==> config.mk <==
export PLATFORM = sky130hd
export DESIGN_NAME = gedd_front
export DESIGN_NICKNAME = d
export VERILOG_FILES = /design/src/design/grayscale_error_diffusion_dither_defines.svh /design/src/design/gedd_pkg.sv /design/src/design/gedd_front.sv
export SDC_FILE = /design/constraint.sdc
export NUM_CORES = 1
export LEC_CHECK = 0
export BUFFER_PORTS_ARGS = -buffer_cell sky130_fd_sc_hd__buf_2
export CAP_MARGIN = 5
export CORE_MARGIN = 2
export CORE_UTILIZATION = 60
export DETAILED_ROUTE_END_ITERATION = 12
export PLACE_DENSITY = 0.91
export REMOVE_ABC_BUFFERS = 1
export SLEW_MARGIN = 20
export SYNTH_ARGS = -nofsm -noshare
export SYNTH_HDL_FRONTEND = slang
export SYNTH_SLANG_ARGS = --single-unit
==> constraint.sdc <==
create_clock -name clock -period 9.3 [get_ports clock]
set_clock_uncertainty 0.2 [all_clocks]
set_input_delay 1.86 -clock clock [delete_from_list [all_inputs] [get_ports clock]]
set_output_delay 1.86 -clock clock [all_outputs]
set_load 0.02 [all_outputs]
==> src/design/grayscale_error_diffusion_dither_defines.svh <==
// ----------------------------------------------------------------------------
// Dither assertion macros
// Shared concurrent assertion forms for the grayscale dither block.
// ----------------------------------------------------------------------------
`ifndef GRAYSCALE_ERROR_DIFFUSION_DITHER_DEFINES_SVH
`define GRAYSCALE_ERROR_DIFFUSION_DITHER_DEFINES_SVH

// same-cycle implication
`define GEDD_ASSERT_NOW(label, ante, cons, msg) \
   label: assert property (@(posedge clock) disable iff (reset) (ante) |-> (cons)) \
      else $error(msg);

// next-cycle implication
`define GEDD_ASSERT_NEXT(label, ante, cons, msg) \
   label: assert property (@(posedge clock) disable iff (reset) (ante) |=> (cons)) \
      else $error(msg);

`endif

==> src/design/gedd_pkg.sv <==
// ----------------------------------------------------------------------------
// Dither package
// Types and constants shared by the grayscale error diffusion dither modules.
// ----------------------------------------------------------------------------
`timescale 1ns / 1ps
`default_nettype none

package gedd_pkg;

   localparam int MAX_HEIGHT_DEFAULT = 1024;
   localparam int MAX_WIDTH          = 4096;
   localparam int SIZE_W             = 13;
   localparam int COL_W              = 12;
   localparam int LUM_W              = 16;
   localparam int RESID_W            = 12;
   localparam int CSR_DATA_W         = 13;
   localparam int CSR_INDEX_W        = 2;
   localparam int QUEUE_DEPTH        = 2;

   localparam logic [7:0] LUM_WEIGHT_R = 8'd77;
   localparam logic [7:0] LUM_WEIGHT_G = 8'd151;
   localparam logic [7:0] LUM_WEIGHT_B = 8'd28;
   localparam logic [17:0] CLAMP_Q9    = 18'(255 * 512);

   localparam logic              RESET_COLOR_MODE   = 1'b1;
   localparam logic [SIZE_W-1:0] RESET_IMAGE_WIDTH  = SIZE_W'(800);
   localparam logic [10:0]       RESET_IMAGE_HEIGHT = 11'd600;

   typedef enum logic [CSR_INDEX_W-1:0] {
      CSR_COLOR_MODE   = 2'd0,
      CSR_IMAGE_WIDTH  = 2'd1,
      CSR_IMAGE_HEIGHT = 2'd2
   } csr_index_type;

   typedef struct packed {
      logic [LUM_W-1:0] lum;
      logic             has_left;
      logic             has_up;
      logic             eoi;
   } pix_type;

   typedef struct packed {
      logic [7:0] gray;
      logic       eoi;
   } result_type;

endpackage

`default_nettype wire

==> src/design/gedd_front.sv <==
// ----------------------------------------------------------------------------
// Dither front end
// Holds the size and mode registers, tracks the scan position and forms the
// luminance of each accepted pixel.
// ----------------------------------------------------------------------------
`timescale 1ns / 1ps
`default_nettype none

module gedd_front #(
   parameter int MAX_HEIGHT = gedd_pkg::MAX_HEIGHT_DEFAULT,
   parameter int ROW_W      = $clog2(MAX_HEIGHT)
) (
   input  wire logic                               clock,
   input  wire logic                               reset,
   input  wire logic                               csr_wr_en,
   input  wire logic [gedd_pkg::CSR_INDEX_W-1:0]   csr_index,
   input  wire logic [gedd_pkg::CSR_DATA_W-1:0]    csr_wdata,
   input  wire logic                               accept,
   input  wire logic [7:0]                         red,
   input  wire logic [7:0]                         green,
   input  wire logic [7:0]                         blue,
   output gedd_pkg::pix_type                       pix,
   output logic      [ROW_W-1:0]                   pix_row
);

   localparam int SizeW = gedd_pkg::SIZE_W;
   localparam int LumW  = gedd_pkg::LUM_W;
   localparam int ColW  = gedd_pkg::COL_W;

   logic                 color_mode_ff;
   logic [SizeW-1:0]     image_width_ff;
   logic [10:0]          image_height_ff;
   logic [ROW_W-1:0]     row_ff, row_in;
   logic [ColW-1:0]      col_ff, col_in;
   logic [SizeW-1:0]     width_eff, height_eff;
   logic                 last_row, last_col;
   logic [LumW-1:0]      lum;

   always_comb begin
      if (image_width_ff == '0) begin
         width_eff = SizeW'(1);
      end else if (image_width_ff > SizeW'(gedd_pkg::MAX_WIDTH)) begin
         width_eff = SizeW'(gedd_pkg::MAX_WIDTH);
      end else begin
         width_eff = image_width_ff;
      end
      if (image_height_ff == '0) begin
         height_eff = SizeW'(1);
      end else if (SizeW'(image_height_ff) > SizeW'(MAX_HEIGHT)) begin
         height_eff = SizeW'(MAX_HEIGHT);
      end else begin
         height_eff = SizeW'(image_height_ff);
      end
   end

   always_comb begin
      if (color_mode_ff) begin
         lum = LumW'(red)   * LumW'(gedd_pkg::LUM_WEIGHT_R)
             + LumW'(green) * LumW'(gedd_pkg::LUM_WEIGHT_G)
             + LumW'(blue)  * LumW'(gedd_pkg::LUM_WEIGHT_B);
      end else begin
         lum = {red, 8'h00};
      end
   end

   assign last_row = (SizeW'(row_ff) + SizeW'(1)) >= height_eff;
   assign last_col = (SizeW'(col_ff) + SizeW'(1)) >= width_eff;

   always_comb begin
      pix.lum      = lum;
      pix.has_left = (col_ff != '0);
      pix.has_up   = (row_ff != '0);
      pix.eoi      = last_row && last_col;
      pix_row      = row_ff;
      row_in       = row_ff;
      col_in       = col_ff;
      if (accept) begin
         if (last_row) begin
            row_in = '0;
            col_in = last_col ? '0 : col_ff + ColW'(1);
         end else begin
            row_in = row_ff + ROW_W'(1);
         end
      end
   end

   always_ff @(posedge clock) begin
      if (reset) begin
         row_ff <= '0;
         col_ff <= '0;
      end else begin
         row_ff <= row_in;
         col_ff <= col_in;
      end
   end

   always_ff @(posedge clock) begin
      if (reset) begin
         color_mode_ff   <= gedd_pkg::RESET_COLOR_MODE;
         image_width_ff  <= gedd_pkg::RESET_IMAGE_WIDTH;
         image_height_ff <= gedd_pkg::RESET_IMAGE_HEIGHT;
      end else if (csr_wr_en) begin
         case (csr_index)
            gedd_pkg::CSR_COLOR_MODE:   color_mode_ff   <= csr_wdata[0];
            gedd_pkg::CSR_IMAGE_WIDTH:  image_width_ff  <= csr_wdata;
            gedd_pkg::CSR_IMAGE_HEIGHT: image_height_ff <= csr_wdata[10:0];
            default: ;
         endcase
      end
   end

endmodule

`default_nettype wire

======== Word level (Yosys, flattened, before mapping) ========
Cells that the tools add are included.
storage, ports and cells
  bits in registers ....................... 47
  word-level logic and storage cells ...... 37
  bits of input ports ..................... 43
  output and inout port bits .............. 29
operators by class
  equality and inequality tests ........... 2
  add/subtract/negate cells ............... 6
  magnitude comparators ................... 4
  multiply operators ...................... 3
  mux-type cells .......................... 7
  reductions and logical operators ........ 10
operators with widths
  kind                                               count
  2-to-1 mux 13 bit                                  2
  2-to-1 mux 11 bit                                  2
  adder 15 x 16 -> 16 bit                            1
  adder 16 x 13 -> 16 bit                            1
  multiplier 8 x 8 -> 16 bit, second input constant  1
  2-to-1 mux 16 bit                                  1
  multiplier 8 x 7 -> 15 bit, second input constant  1
  adder 12 x 1 -> 13 bit, second input constant      1
  >= comparator 11 x 13 -> 1 bit                     1
  >= comparator 13 bit                               1
  > comparator 13 bit, second input constant         1
  zero test 13 bit                                   1
  adder 12 x 1 -> 12 bit, second input constant      1
  2-to-1 mux 12 bit                                  1
  nonzero test 12 bit                                1
  adder 10 x 1 -> 11 bit, second input constant      1
  > comparator 11 bit, second input constant         1
  zero test 11 bit                                   1
  multiplier 8 x 3 -> 11 bit, second input constant  1
  adder 10 x 1 -> 10 bit, second input constant      1
  2-to-1 mux 10 bit                                  1
  nonzero test 10 bit                                1
  AND reduction 2 bit                                4
  == test 2 x 1 -> 1 bit, second input constant      1
  3 further kinds                                    3

======== Logic depth before layout (Yosys ltp) ========
  depth in word-level cells ............... 5
  depth in mapped cells ................... 23
  depth with buffers taken out ............ 22

======== Worst setup path after synthesis ========
No wires, ideal clock.
  kind .................................... input to output
  start ................................... input red[1]
  end ..................................... output pix[16] in the netlist's numbering
  stages on the path ...................... 17
  arrival time ............................ 6625 ps
  data required time ...................... 7240 ps
  path buffers ............................ 0
  path slack .............................. 615 ps
  cell sequence ........................... fa_1 -> fa_1 -> inv_1 -> fa_1 -> inv_1 -> fa_1 -> fa_1 -> inv_1 -> fa_1 -> inv_1 -> ha_1 -> or2_2 -> a31o_2 -> o41ai_4 -> nor2_2 -> or4_1 -> nand3_1
RTL lines
  what         line              text
  from (decl)  gedd_front.sv:19  input wire logic [7:0] red,
  to (decl)    gedd_front.sv:22  output gedd_pkg::pix_type pix,

==> flow_metrics.env <==
export IMPL_drt_first_iter_violations=271
export IMPL_numCtsBuffers=5
export IMPL_synth_mux_area_frac=0.007360
export IMPL_placed_area_sq_um=6595
export IMPL_met1Wirelength_um=5706
export IMPL_fmax_ghz=0.1095
export IMPL_min_period_ps=9133
export IMPL_maxCapViolCount=0
export IMPL_min_to="image_width_ff[12]"
export IMPL_clock_sinks=47
export IMPL_crit_family="adder cells"
export IMPL_die_x_um=105.0
export IMPL_hold_violations=0
export IMPL_synth_compound_area_frac=0.1233
export IMPL_grt_use_total=0.2741
export IMPL_yosys_area_top_type="ha_1"
export IMPL_reg2reg_depth=12
export IMPL_vias_per_cell=5.743
export IMPL_ys_seq_elements=47
export IMPL_hpwl_um=12310
export IMPL_clock_latency_ps=310
export IMPL_crit_path_max_fanout=5
export IMPL_cp_data_required_time_ps=7240
export IMPL_netlist_instances=709
export IMPL_synth_fa_ha_area_frac=0.4249
export IMPL_clockRootBuffer="clkbuf_8"
export IMPL_cp_slowest_cell="fa_1"
export IMPL_drc_errors=0
export IMPL_dpl_worst_slack_ps=138.7
export IMPL_synth_area_top_cells="ha_1 22%, fa_1 21%, dfxtp_1 15%"
export IMPL_yosysWarnings=0
export IMPL_synthArstFlopShare=0
export IMPL_grt_overflow=0
export IMPL_cp_end_kind="output port"
export IMPL_grt_setup_unrepaired="no"
export IMPL_min_path_type="flop to flop"
export IMPL_ant_nets=0
export IMPL_nNetsFinal=988
export IMPL_grt_max_degree=32
export IMPL_worst_pin_slew_ps=779.2
export IMPL_antenna_found_initial=0
export IMPL_antenna_cells=0
export IMPL_cts_clk_slew_worst_paths_ps=100
export IMPL_cts_hold_buf=0
export IMPL_synth_top_cell_area_share=0.2188
export IMPL_cts_max_level=2
export IMPL_cp_common_cell="fa_1"
export IMPL_slew_violations=0
export IMPL_yosys_top_cells_count="130 x inv_1, 107 x ha_1, 92 x nand2_1, 63 x fa_1, 47 x dfxtp_1"
export IMPL_wirelength_um=14650
export IMPL_min_from="image_width_ff[12]"
export IMPL_grt_pass1_wl_um=24780
export IMPL_rr_endpoint="col_ff[0]"
export IMPL_cts_tree="built"
export IMPL_dr_wl_met2_um=7715
export IMPL_routed_via_count=5220
export IMPL_dieArea_sq_um=11020
export IMPL_slowest_delay_ps=550
export IMPL_layout_drive_gt1_share=0.1237
export IMPL_hold_path_depth=2
export IMPL_die_h_um=105.0
export IMPL_globalplace_congestion=0.9091
export IMPL_synth_cell_area_sq_um=6120
export IMPL_core_area_sq_um=9819
export IMPL_ys_types=56
export IMPL_grt_pass1_vias=5580
export IMPL_synth_avg_cell_area_sq_um=8.631
export IMPL_wl_met3_um=679
export IMPL_reg2reg_slack_ps=5270
export IMPL_dr_pass1_iters=5
export IMPL_pin_count=72
export IMPL_worst_slack_ps=166.5
export IMPL_post_synth_top_count_cell="inv_1"
export IMPL_synth_ff_type="dfxtp_1"
export IMPL_fin_setup_tns_ps=0
export IMPL_crit_path_start="red[1]"
export IMPL_wl_per_cell_um=16.12
export IMPL_r2r_start="col_ff[1]"
export IMPL_area_delta_synth_final_pct=9.855
export IMPL_highest_layer="met4"
export IMPL_worstPathArrival_ps=7070
export IMPL_synth_simple_area_share=0.1556
export IMPL_max_slew_margin=0.4798
export IMPL_final_cell_area_sq_um=6723
export IMPL_cts_buffer_depth=2
export IMPL_crit_buf_inv=6
export IMPL_synth_edff_count=0
export IMPL_initial_utilization=0.6232
export IMPL_rows=36
export IMPL_ys_seq_area_frac=0.1538
export IMPL_status="complete, no violations"
export IMPL_critical_path_class="input pin to output port"
export IMPL_port_buffers=71
export IMPL_start_kind="input pin"
export IMPL_finalSetupViolations=0
export IMPL_worstPathCellList="buf_2 -> fa_1 -> fa_1 -> inv_1 -> fa_1 -> inv_1 -> fa_1 -> fa_1 -> inv_1 -> fa_1 -> inv_1 -> ha_1 -> or2_2 -> a31o_2 -> o41ai_4 -> nor2_2 -> or4_1 -> nand3_1 -> buf_4"
export IMPL_fin_crit_sh=0.9821
export IMPL_synthXorXnorAreaFrac=0.04580
export IMPL_synth_top_family_by_area="adder cells"
## worst max path at each step
stage | to | slack, ps | cells past startpoint
2_1_floorplan | pix[16] | 610 | 17
3_3_place_gp | pix[16] | 300 | 19
3_5_place_dp | pix[16] | 140 | 19
4_1_cts | pix[16] | 130 | 19
5_1_grt | pix[16] | 6 | 19
6_report | pix[16] | 170 | 19
## area by class of cell
class                           instances  area, sq um
Multi-Input combinational cell        517         4639
Fill cell                             752         3097
Timing Repair Buffer                   72        365.4
Clock buffer                            5        68.82
Clock inverter                          3        46.29
Sequential cell                        47        940.9
Inverter                              132        495.5
Tap cell                              133        166.4
## state kept, by name (all words and copies together), names as in the netlist
signal / count
image_width_ff: 13
image_height_ff: 11
color_mode_ff: 1
pix_row: 10
col_ff: 12
## metal layers
metal,up-vias,GRT usage
li1,2475,-
met1,2504,0.3054
met2,191,0.5237
met3,50,0.03057
met4,0,0.1133
met5,-,0
## placed cells by master (no fill, tap or decap), types with 3 or more instances in the layout
cell type,n
inv_1,130
ha_1,107
nand2_1,92
buf_2,70
fa_1,62
dfxtp_1,47
a21oi_1,34
nor2_1,27
o21ai_0,21
nand3_1,20
xnor2_1,19
xor2_1,13
and3_1,12
a22o_1,10
a21o_1,9
nor2b_1,9
nor4_1,8
o22ai_1,7
nor3_1,6
and2_1,5
clkbuf_8,5
mux2_2,4
nand4_1,4
a31oi_1,3
o21bai_1,3
a211oi_1,3
nor3b_1,3
## tightest hold or removal path: cells and delay by family (launching register included)
kind / cells / cell delay, ps
flip-flops: 1 / 340
AO/OA/AOI/OAI: 1 / 50
AND/OR/NAND/NOR: 1 / 60
## per-stage QoR
stage                     utilization  hold WS [ps]  cells
final                          0.6846         283.8    909
after global routing           0.6846         303.1    909
after floorplan                     -         229.8    696
after CTS                      0.6834         282.6    908
after detailed placement       0.6716         267.5    900
after global placement         0.6711         255.9    900
## logic make-up after synthesis
kind of cell / count (synthesis)
AOI/OAI and AO/OA: 111
and+or+nand+nor: 200
muxes: 4
xor gates and xnor gates: 32
adders and majority gates: 170
buffers and inverters: 145
DFF: 47
## timing repair
item                       4_1_cts  5_1_grt
gates resized for setup          0        2
setup buffers                    0        1
setup endpoints to repair        0        1
Power is not shown: default switching activity piles up to over one toggle a cycle in this logic, so the estimate is an artifact.
