[config.mk]
export PLATFORM = sky130hd
export DESIGN_NAME = gedd_queue
export DESIGN_NICKNAME = d
export VERILOG_FILES = /design/src/design/grayscale_error_diffusion_dither_defines.svh /design/src/design/gedd_pkg.sv /design/src/design/gedd_queue.sv
export SDC_FILE = /design/constraint.sdc
export NUM_CORES = 1
export LEC_CHECK = 0
export BUFFER_PORTS_ARGS = -buffer_cell sky130_fd_sc_hd__buf_4
export CORE_ASPECT_RATIO = 2
export CORE_MARGIN = 2
export CORE_UTILIZATION = 25
export DETAILED_ROUTE_END_ITERATION = 16
export HOLD_SLACK_MARGIN = 0.1
export PLACE_DENSITY = 0.42
export SLEW_MARGIN = 10
export SYNTH_ARGS = -nofsm -noshare
export SYNTH_HDL_FRONTEND = slang
export SYNTH_SLANG_ARGS = --single-unit
[constraint.sdc]
create_clock -name clock -period 1.8 [get_ports clock]
set_input_delay 0.18 -clock clock [delete_from_list [all_inputs] [get_ports clock]]
set_output_delay 0.18 -clock clock [all_outputs]
set_load 0.005 [all_outputs]
[src/design/grayscale_error_diffusion_dither_defines.svh]
// ----------------------------------------------------------------------------
// Dither assertion macros
// Shared concurrent assertion forms for the grayscale dither block.
// ----------------------------------------------------------------------------
`ifndef GRAYSCALE_ERROR_DIFFUSION_DITHER_DEFINES_SVH
`define GRAYSCALE_ERROR_DIFFUSION_DITHER_DEFINES_SVH

// same-cycle implication
`define GEDD_ASSERT_NOW(label, ante, cons, msg) \
   label: assert property (@(posedge clock) disable iff (reset) (ante) |-> (cons)) \
      else $error(msg);

// next-cycle implication
`define GEDD_ASSERT_NEXT(label, ante, cons, msg) \
   label: assert property (@(posedge clock) disable iff (reset) (ante) |=> (cons)) \
      else $error(msg);

`endif

[src/design/gedd_pkg.sv]
// ----------------------------------------------------------------------------
// Dither package
// Types and constants shared by the grayscale error diffusion dither modules.
// ----------------------------------------------------------------------------
`timescale 1ns / 1ps
`default_nettype none

package gedd_pkg;

   localparam int MAX_HEIGHT_DEFAULT = 1024;
   localparam int MAX_WIDTH          = 4096;
   localparam int SIZE_W             = 13;
   localparam int COL_W              = 12;
   localparam int LUM_W              = 16;
   localparam int RESID_W            = 12;
   localparam int CSR_DATA_W         = 13;
   localparam int CSR_INDEX_W        = 2;
   localparam int QUEUE_DEPTH        = 2;

   localparam logic [7:0] LUM_WEIGHT_R = 8'd77;
   localparam logic [7:0] LUM_WEIGHT_G = 8'd151;
   localparam logic [7:0] LUM_WEIGHT_B = 8'd28;
   localparam logic [17:0] CLAMP_Q9    = 18'(255 * 512);

   localparam logic              RESET_COLOR_MODE   = 1'b1;
   localparam logic [SIZE_W-1:0] RESET_IMAGE_WIDTH  = SIZE_W'(800);
   localparam logic [10:0]       RESET_IMAGE_HEIGHT = 11'd600;

   typedef enum logic [CSR_INDEX_W-1:0] {
      CSR_COLOR_MODE   = 2'd0,
      CSR_IMAGE_WIDTH  = 2'd1,
      CSR_IMAGE_HEIGHT = 2'd2
   } csr_index_type;

   typedef struct packed {
      logic [LUM_W-1:0] lum;
      logic             has_left;
      logic             has_up;
      logic             eoi;
   } pix_type;

   typedef struct packed {
      logic [7:0] gray;
      logic       eoi;
   } result_type;

endpackage

`default_nettype wire

[src/design/gedd_queue.sv]
// ----------------------------------------------------------------------------
// Dither queue
// Small synchronous FIFO used between the front, the back and the result port.
// ----------------------------------------------------------------------------
`timescale 1ns / 1ps
`default_nettype none

module gedd_queue #(
   parameter int WIDTH = 8
) (
   input  wire logic             clock,
   input  wire logic             reset,
   input  wire logic             push,
   input  wire logic [WIDTH-1:0] wdata,
   input  wire logic             pop,
   output logic      [WIDTH-1:0] rdata,
   output logic                  full,
   output logic                  empty
);

   localparam int Depth = gedd_pkg::QUEUE_DEPTH;
   localparam int PtrW  = $clog2(Depth);
   localparam int CntW  = $clog2(Depth + 1);

   logic [WIDTH-1:0] slot_ff [Depth];
   logic [PtrW-1:0]  wr_ptr_ff, wr_ptr_in;
   logic [PtrW-1:0]  rd_ptr_ff, rd_ptr_in;
   logic [CntW-1:0]  count_ff, count_in;
   logic             do_push, do_pop;

   assign full    = (count_ff == CntW'(Depth));
   assign empty   = (count_ff == '0);
   assign do_push = push && !full;
   assign do_pop  = pop && !empty;
   assign rdata   = slot_ff[rd_ptr_ff];

   always_comb begin
      wr_ptr_in = wr_ptr_ff;
      rd_ptr_in = rd_ptr_ff;
      count_in  = count_ff;
      if (do_push) begin
         wr_ptr_in = (wr_ptr_ff == PtrW'(Depth - 1)) ? '0 : wr_ptr_ff + PtrW'(1);
      end
      if (do_pop) begin
         rd_ptr_in = (rd_ptr_ff == PtrW'(Depth - 1)) ? '0 : rd_ptr_ff + PtrW'(1);
      end
      if (do_push && !do_pop) begin
         count_in = count_ff + CntW'(1);
      end else if (do_pop && !do_push) begin
         count_in = count_ff - CntW'(1);
      end
   end

   always_ff @(posedge clock) begin
      if (reset) begin
         wr_ptr_ff <= '0;
         rd_ptr_ff <= '0;
         count_ff  <= '0;
      end else begin
         wr_ptr_ff <= wr_ptr_in;
         rd_ptr_ff <= rd_ptr_in;
         count_ff  <= count_in;
      end
   end

   always_ff @(posedge clock) begin
      if (do_push) begin
         slot_ff[wr_ptr_ff] <= wdata;
      end
   end

endmodule

`default_nettype wire

# Yosys cells after proc, flatten, opt, wreduce, memory -nomap -nowiden
# Memory sizes are Yosys's and may differ from the RTL's. A register that Yosys moved wholly into a read port is not among the register bits.
# Index checks and enable logic that the tools add are counted.
[classes]
muxes = 8
eq_ne = 1
addsub = 4
reduce_logical = 10
[ops]
columns = ["operator", "n"]
rows = [
  ["$mux W1", 6],
  ["$logic_and A1 B1 Y1", 4],
  ["$logic_not A1 Y1", 4],
  ["$mux W2", 2],
  ["$add A1 B1 Y1 const B", 2],
  ["$add A2 B1 Y2 const B", 1],
  ["$eq A2 B2 Y1 const B", 1],
  ["$logic_not A2 Y1", 1],
  ["$reduce_bool A2 Y1", 1],
  ["$sub A2 B1 Y2 const B", 1],
]
[totals]
in_bits = 12
word_cells = 27
mem_bits_rw = 16
mem_count = 1
register_bits = 4
out_inout_bits = 10
[mem_list]
columns = ["name", "words", "word_bits", "read_ports", "rd_clocked_by_memory_dff", "wr", "line_no", "source"]
rows = [
  ["slot_ff", 2, 8, 1, 1, 1, "gedd_queue.sv:25", "logic [WIDTH-1:0] slot_ff [Depth];"],
]

# Depth between registers and ports, before layout
# Gate-level depths: netlist (run 1).
[depth]
word_depth = 7
ltp_mapped = 6
mapped_depth_nobuf = 6

# Least setup slack after synthesis (run 1)
# OpenSTA, ideal clock, no wires.
[synth_path]
path_kind = "reg-to-reg"
startpoint = "reg count_ff[0]"
endpoint = "reg count_ff[1]"
stages_incl_launch_ff = 5
arrival_time_ns = 1.386
setup_time_ns = 0.070
synth_period_minus_slack_ns = 1.455
n_path_buf = 0
required_ns = 1.730
path_slack_ns = 0.345
cell_sequence = "dfxtp_1 -> o21ai_0 -> ha_1 -> or3_1 -> a21oi_1"
[synth_via]
elab_chain_cells = 6
word_cells_on_any_way = 15
cone_classes = "2 x add/sub; 1 x eq/ne; 2 x mux; 10 x reduce/logical"
[synth_rtl]
columns = ["item", "line_no", "source"]
rows = [
  ["from (decl)", "gedd_queue.sv:28", "logic [CntW-1:0] count_ff, count_in;"],
  ["from (signal assigned)", "gedd_queue.sv:62", "count_ff <= count_in;"],
  ["$eq A2 B2 Y1 or $logic_not A2 Y1 (tied branches)", "gedd_queue.sv:31, gedd_queue.sv:32", ""],
  ["$logic_not A1 Y1 (on tied branches)", "gedd_queue.sv:33, gedd_queue.sv:34", ""],
  ["$logic_and A1 B1 Y1 (on tied branches)", "gedd_queue.sv:33, gedd_queue.sv:34", ""],
  ["$logic_not A1 Y1 (on tied branches)", "gedd_queue.sv:49, gedd_queue.sv:47", ""],
  ["$logic_and A1 B1 Y1 (on tied branches)", "gedd_queue.sv:49, gedd_queue.sv:47", ""],
  ["$reduce_bool A2 Y1 (no source line) or $mux W2 (tied branches)", "--", ""],
]
# Parallel ways exist; a longest one is shown, timed or not. The select of a mux whose other input is x is not followed.
# A chain may end at the register's enable or synchronous reset.

# Worst setup path after layout (run 1)
# Ends and elaborated chain as after synthesis.

==> results_dict.tcl, run 1 <==
set metrics [dict create \
    firstDrtPassIters 3 \
    setup_viol 0 \
    vias 492 \
    cp.depth 4 \
    drt-initial-drc-count 6 \
    netlist_area_um2 793 \
    clk_latency_ns 0.26 \
    std_cell_rows 29 \
    layout-drive-gt1-share_pct 42.0 \
    rsz0062_at_grt "false" \
    clock_skew_ns 0.00394 \
    hold_violations 0 \
    crit_buf_inv 0 \
    fp.coreArea_um2 3080 \
    r2r_slack_ns 0.20 \
    area_growth_syn_to_layout_pct 38.8 \
    synth_warnings 0 \
    final_cell_mix "buf_4, edfxtp_1, mux2_2" \
    tns_ns 0 \
    ys_seq_elements 21 \
    cts.sinks 21 \
    grt.total_usage_pct 8.13 \
    clk_pin_slew_ns 0.07 \
    synthAdderAreaFrac_pct 1.58 \
    gr-total-overflow 0 \
    crit_fanout 5 \
    syn_avg_cell_area_um2 15.9 \
    synth_top_family_by_area "multiplexers" \
    n_antenna_cell 0 \
    synth_compound_gate_area_share_pct 3.15 \
    grt_pass1_wl_um 2100 \
    synthTopCellsByArea "edfxtp_1, dfxtp_1, mux2_2" \
    yosysTopAreaCellShare_pct 60.6 \
    fin_crit_ns 1.60 \
    nets 95 \
    cts-root-buf "clkbuf_8" \
    dp_hpwl_um 1030 \
    end_kind "flop" \
    die_w_um 43.8 \
    ios 22 \
    viasPerCell 4.39 \
    synth_xor_area_share_pct 3.31 \
    drtAntennaViolNets 0 \
    drc 0 \
    arrival_ns 1.79 \
    cts_max_level 1 \
    synthMuxAreaShare_pct 11.4 \
    status "finished clean" \
    gp_congestion 0.654 \
    grt_pass1_vias 487 \
    die_h_um 83.7 \
    start_util_pct 25.7 \
    wl_um 1410 \
    slew_headroom_pct 71.8 \
    hold_class "in -> reg" \
    slew_viol_final 0 \
    ys_seq_area_share_pct 73.2 \
    path_class "reg -> reg" \
    antenna_found_initial 0 \
    tightest_slew_ns 0.423 \
    slowest_delay_ns 0.38 \
    synth-simple-area-share_pct 5.84 \
    port_buffers 21 \
    setup.worst_path.start_class "flop" \
    critPathLaunch "count_ff[0]$_SDFFE_PP0P_" \
    endpoint "count_ff[1]$_SDFFE_PP0P_" \
    post-route-period-util_pct 88.8 \
    grt_max_degree 13 \
    path_cells "o21ai_0, ha_1, or3_1, a21oi_1" \
    p_leak_uw 0.000436 \
    fin_util_pct 35.7 \
    cp_top_family "compound AO/OA/AOI/OAI gates" \
    die-area_um2 3670 \
    required_ns 1.99 \
    synth_nets 63 \
    synth_cells 50 \
    layout.cells.most_common "buf_4" \
    cts_tree "done" \
    cts-root-to-sink-buffers 2 \
    fmax_mhz 626 \
    synth_top_cell_by_area "edfxtp_1" \
    r2r_cells 4 \
    p_per_area_nw_per_um2 1270 \
    ir_worst_vdd_mv 0.513 \
    routedWlPerCell_um 12.6 \
    crit_slowest_cell "or3_1" \
    r2r_end "count_ff[1]$_SDFFE_PP0P_" \
    hold_path_depth 2 \
    numCtsBuffers 3 \
    ys_types 13 \
    max-cap-violations 0 \
    cts_resized 0 \
    reg2reg_from "count_ff[0]$_SDFFE_PP0P_" \
]
-- Yosys cell counts --
cell / instances
ha_1: 1
edfxtp_1: 16
or3_1: 2
xor2_1: 3
a21oi_1: 2
buf_2: 1
inv_1: 2
nor2b_2: 1
nor2_1: 5
and2_1: 1
o21ai_0: 3
mux2_2: 8
dfxtp_1: 5
-- where the power goes --
group          internal, uW  switching (uW)  leakage, uW  total [uW]
registers               619            63.2     0.000191         682
clock network           154             143    0.0000255         297
logic                   247             176     0.000219         423
total                  1020             382     0.000436        1400
-- layout make-up --
type                    instances  area, um^2
flip-flops and latches         21         581
clock buffers                   3        41.3
multi-input cells              26         200
inverters                       2        7.51
well taps                      31        38.8
fillers                       290        1980
clock inverters                 1        5.00
repair buffers                 28         228
-- registers in the layout (all words and copies together), names as in the netlist, named ones only --
| name | flops |
|---|---|
| wr_ptr_ff | 1 |
| count_ff | 2 |
| rd_ptr_ff | 1 |
| slot_ff | 16 |
-- kinds of logic after synthesis --
family / count (synthesis)
flip-flops: 21
buffers and inverters: 3
AND/OR/NAND/NOR: 9
XOR/XNOR: 3
multiplexers: 8
adder cells (fa/ha/maj): 1
AO/OA/AOI/OAI: 5
-- how the worst min path moves through the flow --
stage,startpoint,to
after floorplan,reset,count_ff[1]$_SDFFE_PP0P_
after global placement,wdata[0],slot_ff[1][0]$_DFFE_PP_
after detailed placement,wdata[0],slot_ff[0][0]$_DFFE_PP_
after CTS,wdata[3],slot_ff[1][3]$_DFFE_PP_
after global routing,wdata[5],slot_ff[0][5]$_DFFE_PP_
final,reset,count_ff[0]$_SDFFE_PP0P_
-- what timing repair did --
item,CTS,global route
hold endpoints to repair,6,8
hold buffers,3,4
buffers inserted,0,0
-- per-layer routing --
layer | vias to the layer above | global-route usage (%) | routed length [um]
met1 | 227 | 6.97 | 528
li1 | 243 | - | -
met4 | 0 | 5.79 | 34
met2 | 18 | 14.8 | 774
met5 | - | 0 | 0
met3 | 4 | 1.95 | 77
-- stage by stage --
step	hold WS [ns]	cells	total power (uW)	instance area [um^2]	setup slack [ns]
floorplan	0.249	50	912	793	0.345
global placement	0.365	101	1090	985	0.316
detailed placement	0.369	101	1110	985	0.179
CTS	0.100	108	1420	1060	0.180
global route	0.102	112	1490	1100	0.142
finish	0.115	112	1400	1100	0.202
No activity file was read; power rests on OpenSTA's default activity.
==> inputs of run 2 (changes only) <==
Settings changed: CORE_MARGIN 2 to default.
==> results_dict.tcl, run 2 (synthesis results as in run 1) <==
set metrics [dict create \
    vias 474 \
    final_cell_mix "buf_4, edfxtp_1, mux2_2" \
    hold_path_end "slot_ff[1][7]$_DFFE_PP_" \
    grt_max_degree 13 \
    area_growth_syn_to_layout_pct 33.6 \
    cts_max_level 1 \
    p_leak_uw 0.000419 \
    std_cell_rows 28 \
    routedWlPerCell_um 12.6 \
    grt_pass1_wl_um 2210 \
    firstDrtPassIters 3 \
    port_buffers 21 \
    viasPerCell 4.43 \
    fin_crit_ns 1.53 \
    path_class "reg -> reg" \
    cts.sinks 21 \
    cts-root-buf "clkbuf_8" \
    postCtsHoldBufs 0 \
    die_w_um 41.8 \
    fmax_mhz 653 \
    r2r_end "count_ff[1]$_SDFFE_PP0P_" \
    min_from "wdata[7]" \
    dpl.cell_count 100 \
    layout-drive-gt1-share_pct 44.2 \
    drtAntennaViolNets 0 \
    numCtsBuffers 3 \
    clk_latency_ns 0.25 \
    drt-initial-drc-count 6 \
    end_kind "flop" \
    tightest_slew_ns 0.413 \
    slew_viol_final 0 \
    instances_no_fill 107 \
    grt_pass1_vias 512 \
    required_ns 1.99 \
    critPathLaunch "count_ff[1]$_SDFFE_PP0P_" \
    placed_cell_area_um2 983 \
    clock_skew_ns 0.00327 \
    gp_congestion 0.611 \
    nets 91 \
    reg2reg_from "count_ff[1]$_SDFFE_PP0P_" \
    status "finished clean" \
    antenna_found_initial 0 \
    setup_viol 0 \
    start_util_pct 26.6 \
    wl_um 1350 \
    ir_worst_vdd_mv 0.689 \
    grt.total_usage_pct 8.93 \
    tns_ns 0 \
    hold_path_depth 1 \
    post-route-period-util_pct 85.0 \
    ios 22 \
    die-area_um2 3420 \
    r2r_cells 5 \
    die_h_um 81.7 \
    cts_resized 0 \
    max-cap-violations 0 \
    p_per_area_nw_per_um2 1310 \
    fp.coreArea_um2 2980 \
    hold_violations 0 \
    clk_pin_slew_ns 0.08 \
    drc 0 \
    hold_class "in -> reg" \
    p_total_uw 1390 \
    largest_registers "slot_ff (16), count_ff (2)" \
    post_cts_buffers 0 \
    design_area_um2 1060 \
    rsz0062_at_grt "false" \
    arrival_ns 1.72 \
    layout.cells.most_common "buf_4" \
    worst_hold_slack_ns 0.108 \
    crit_fanout 5 \
    r2r_slack_ns 0.27 \
    regMostFlops "slot_ff" \
    dp_hpwl_um 997 \
    setup.worst_path.start_class "flop" \
    cts-root-to-sink-buffers 2 \
    n_antenna_cell 0 \
    slew_headroom_pct 72.5 \
    largest_reg_flops 16 \
    cts_tree "done" \
    gr-total-overflow 0 \
]
[run 2: changes by cell type in the layout (fill, tap and decap cells not counted), sizes merged]
cell | before | now
dlygate4sd3 | 7 | 3
[run 2: worst max-delay path, stage by stage, from the launching register on]
cell and delay, ns:
dfxtp_1 0.37, nor2b_2 0.20, nor2_1 0.08, ha_1 0.30
or3_1 0.37, a21oi_1 0.14
[run 2: how the worst max path moves through the flow]
stage / to / slack [ns] / depth (start not counted)
2_1_floorplan: count_ff[1]$_SDFFE_PP0P_ / 0.34 / 4
3_3_place_gp: count_ff[1]$_SDFFE_PP0P_ / 0.29 / 5
3_5_place_dp: count_ff[1]$_SDFFE_PP0P_ / 0.27 / 4
4_1_cts: rdata[6] / 0.24 / 2
5_1_grt: count_ff[1]$_SDFFE_PP0P_ / 0.09 / 5
6_report: count_ff[1]$_SDFFE_PP0P_ / 0.27 / 5
[run 2: where the power goes]
part | total [uW] | switching (uW) | leakage [uW] | internal (uW)
Clock | 300 | 146 | 0.0000255 | 154
Combinational | 404 | 163 | 0.000203 | 240
Sequential | 682 | 63.2 | 0.000191 | 619
Total | 1390 | 373 | 0.000419 | 1010
[run 2: routing by layer]
metal | GRT usage [%] | up-vias | wire, um
met3 | 2.20 | 2 | 75
met1 | 8.08 | 223 | 490
met4 | 4.84 | 0 | 13
met2 | 17.5 | 15 | 771
li1 | - | 234 | -
met5 | 0 | - | 0
[run 2: through the flow]
| step | setup WS [ns] | util (%) |
|---|---|---|
| after floorplan | 0.345 | - |
| after global placement | 0.290 | 33.0 |
| after detailed placement | 0.272 | 33.0 |
| after CTS | 0.240 | 34.6 |
| after global routing | 0.0886 | 35.6 |
| final | 0.270 | 35.6 |
[run 2: cell type report]
class | instances | area (um^2)
clock inverter | 1 | 5.00
sequential | 21 | 581
fill | 303 | 1920
clock buffer | 3 | 41.3
inverter | 2 | 7.51
multi-input combinational | 26 | 200
timing repair buffer | 24 | 188
tap | 30 | 37.5
==> inputs of run 3 (changes only) <==
==> constraint.sdc (replaced) <==
create_clock -name clock -period 1.8 [get_ports clock]
set_input_delay 0.18 -clock clock [delete_from_list [all_inputs] [get_ports clock]]
set_output_delay 0.18 -clock clock [all_outputs]
set_load 0.1 [all_outputs]
==> results_dict.tcl, run 3 (synthesis results as in run 1) <==
set metrics [dict create \
    hold_violations 0 \
    drc 0 \
    vias 447 \
    die-area_um2 3420 \
    grt.total_usage_pct 7.43 \
    clk_pin_slew_ns 0.08 \
    cts-root-buf "clkbuf_8" \
    hold_class "in -> reg" \
    post-route-period-util_pct 90.0 \
    post_cts_buffers 0 \
    cts-root-to-sink-buffers 2 \
    status "finished clean" \
    cts.sinks 21 \
    path_cells "mux2_2, buf_4" \
    regMostFlops "slot_ff" \
    grt_pass1_vias 436 \
    dp_hpwl_um 935 \
    gp_congestion 0.615 \
    grt_pass1_wl_um 1860 \
    rsz0062_at_grt "false" \
    clock_skew_ns 0.00196 \
    dr.max_layer_used "met4" \
    setup_viol 0 \
    cts_max_level 1 \
    max-cap-violations 0 \
    path_class "reg -> out" \
    nets 91 \
    wl_um 1260 \
    arrival_ns 1.44 \
    tightest_slew_ns 0.403 \
    routedWlPerCell_um 11.8 \
    crit_fanout 8 \
    layout.cells.most_common "buf_4" \
    gr-total-overflow 0 \
    fin_util_pct 35.8 \
    port_buffers 21 \
    area_growth_syn_to_layout_pct 34.5 \
    viasPerCell 4.18 \
    end_kind "primary output" \
    clk_latency_ns 0.25 \
    firstDrtPassIters 4 \
    largest_registers "slot_ff (16), count_ff (2)" \
    fmax_mhz 618 \
    drt-initial-drc-count 1 \
    die_h_um 81.7 \
    setup.worst_path.start_class "flop" \
    drt-met1-wl_um 511 \
    fp.coreArea_um2 2980 \
    final_cell_mix "buf_4, edfxtp_1, mux2_2" \
    start_util_pct 26.6 \
    drtAntennaViolNets 0 \
    numCtsBuffers 3 \
    largest_reg_flops 16 \
    cts_resized 0 \
    wl_met2_um 664 \
    n_antenna_cell 0 \
    layout-drive-gt1-share_pct 46.8 \
    crit_slowest_cell "dfxtp_1" \
    ios 22 \
    slew_headroom_pct 73.1 \
    slew_viol_final 0 \
    postCtsHoldBufs 0 \
    antenna_found_initial 0 \
    required_ns 1.62 \
    grt_max_degree 13 \
    fin_crit_ns 1.62 \
    std_cell_rows 28 \
    slowest_delay_ns 0.56 \
    die_w_um 41.8 \
    cts_tree "done" \
    dr_wl_met3_um 65 \
]
run 3: cell counts in the layout (fill, tap and decap cells not counted):
No cell type changed its count.
run 3: per-stage QoR:
step	setup slack [ns]	TNS [ns]	cells	hold slack (ns)	instance area, um^2
final	0.181	0	107	0.108	1070
after floorplan	-0.0705	-0.0705	50	0.242	801
after detailed placement	0.310	0	100	0.371	991
after global placement	0.358	0	100	0.366	991
after CTS	0.151	0	104	0.103	1040
after global routing	0.116	0	107	0.101	1070
run 3: worst paths after layout:
path	end	start	slack, ns	cells past startpoint
setup / recovery	rdata[4]	flop	0.18	2
hold / removal	count_ff[1]$_SDFFE_PP0P_	reset	0.11	2
setup reg to reg	count_ff[1]$_SDFFE_PP0P_	count_ff[0]$_SDFFE_PP0P_	0.31	4
hold reg to reg	wr_ptr_ff$_SDFFE_PP0N_	wr_ptr_ff$_SDFFE_PP0N_	0.48	2
run 3: critical path, delay by kind of cell (launching register included):
kind | cells | cell delay [ns]
buffers and inverters | 1 | 0.23
flip-flops | 1 | 0.56
multiplexers | 1 | 0.39
run 3: cell type report:
| type | instances | area (um^2) |
|---|---|---|
| Timing Repair Buffer | 24 | 188 |
| Tap cell | 30 | 37.5 |
| Fill cell | 308 | 1910 |
| Multi-Input combinational cell | 26 | 205 |
| Inverter | 2 | 7.51 |
| Clock inverter | 1 | 5.00 |
| Clock buffer | 3 | 41.3 |
| Sequential cell | 21 | 583 |
run 3: routing by layer:
layer  vias to the layer above  GRT usage [%]
li1                        232              -
met5                         -              0
met1                       199           7.42
met4                         0           5.81
met2                        14           13.1
met3                         2           1.54
Power of run 3 is left out: the tool's default activity adds up to more than one toggle a clock period on the data nets, which glitch-free logic cannot reach.
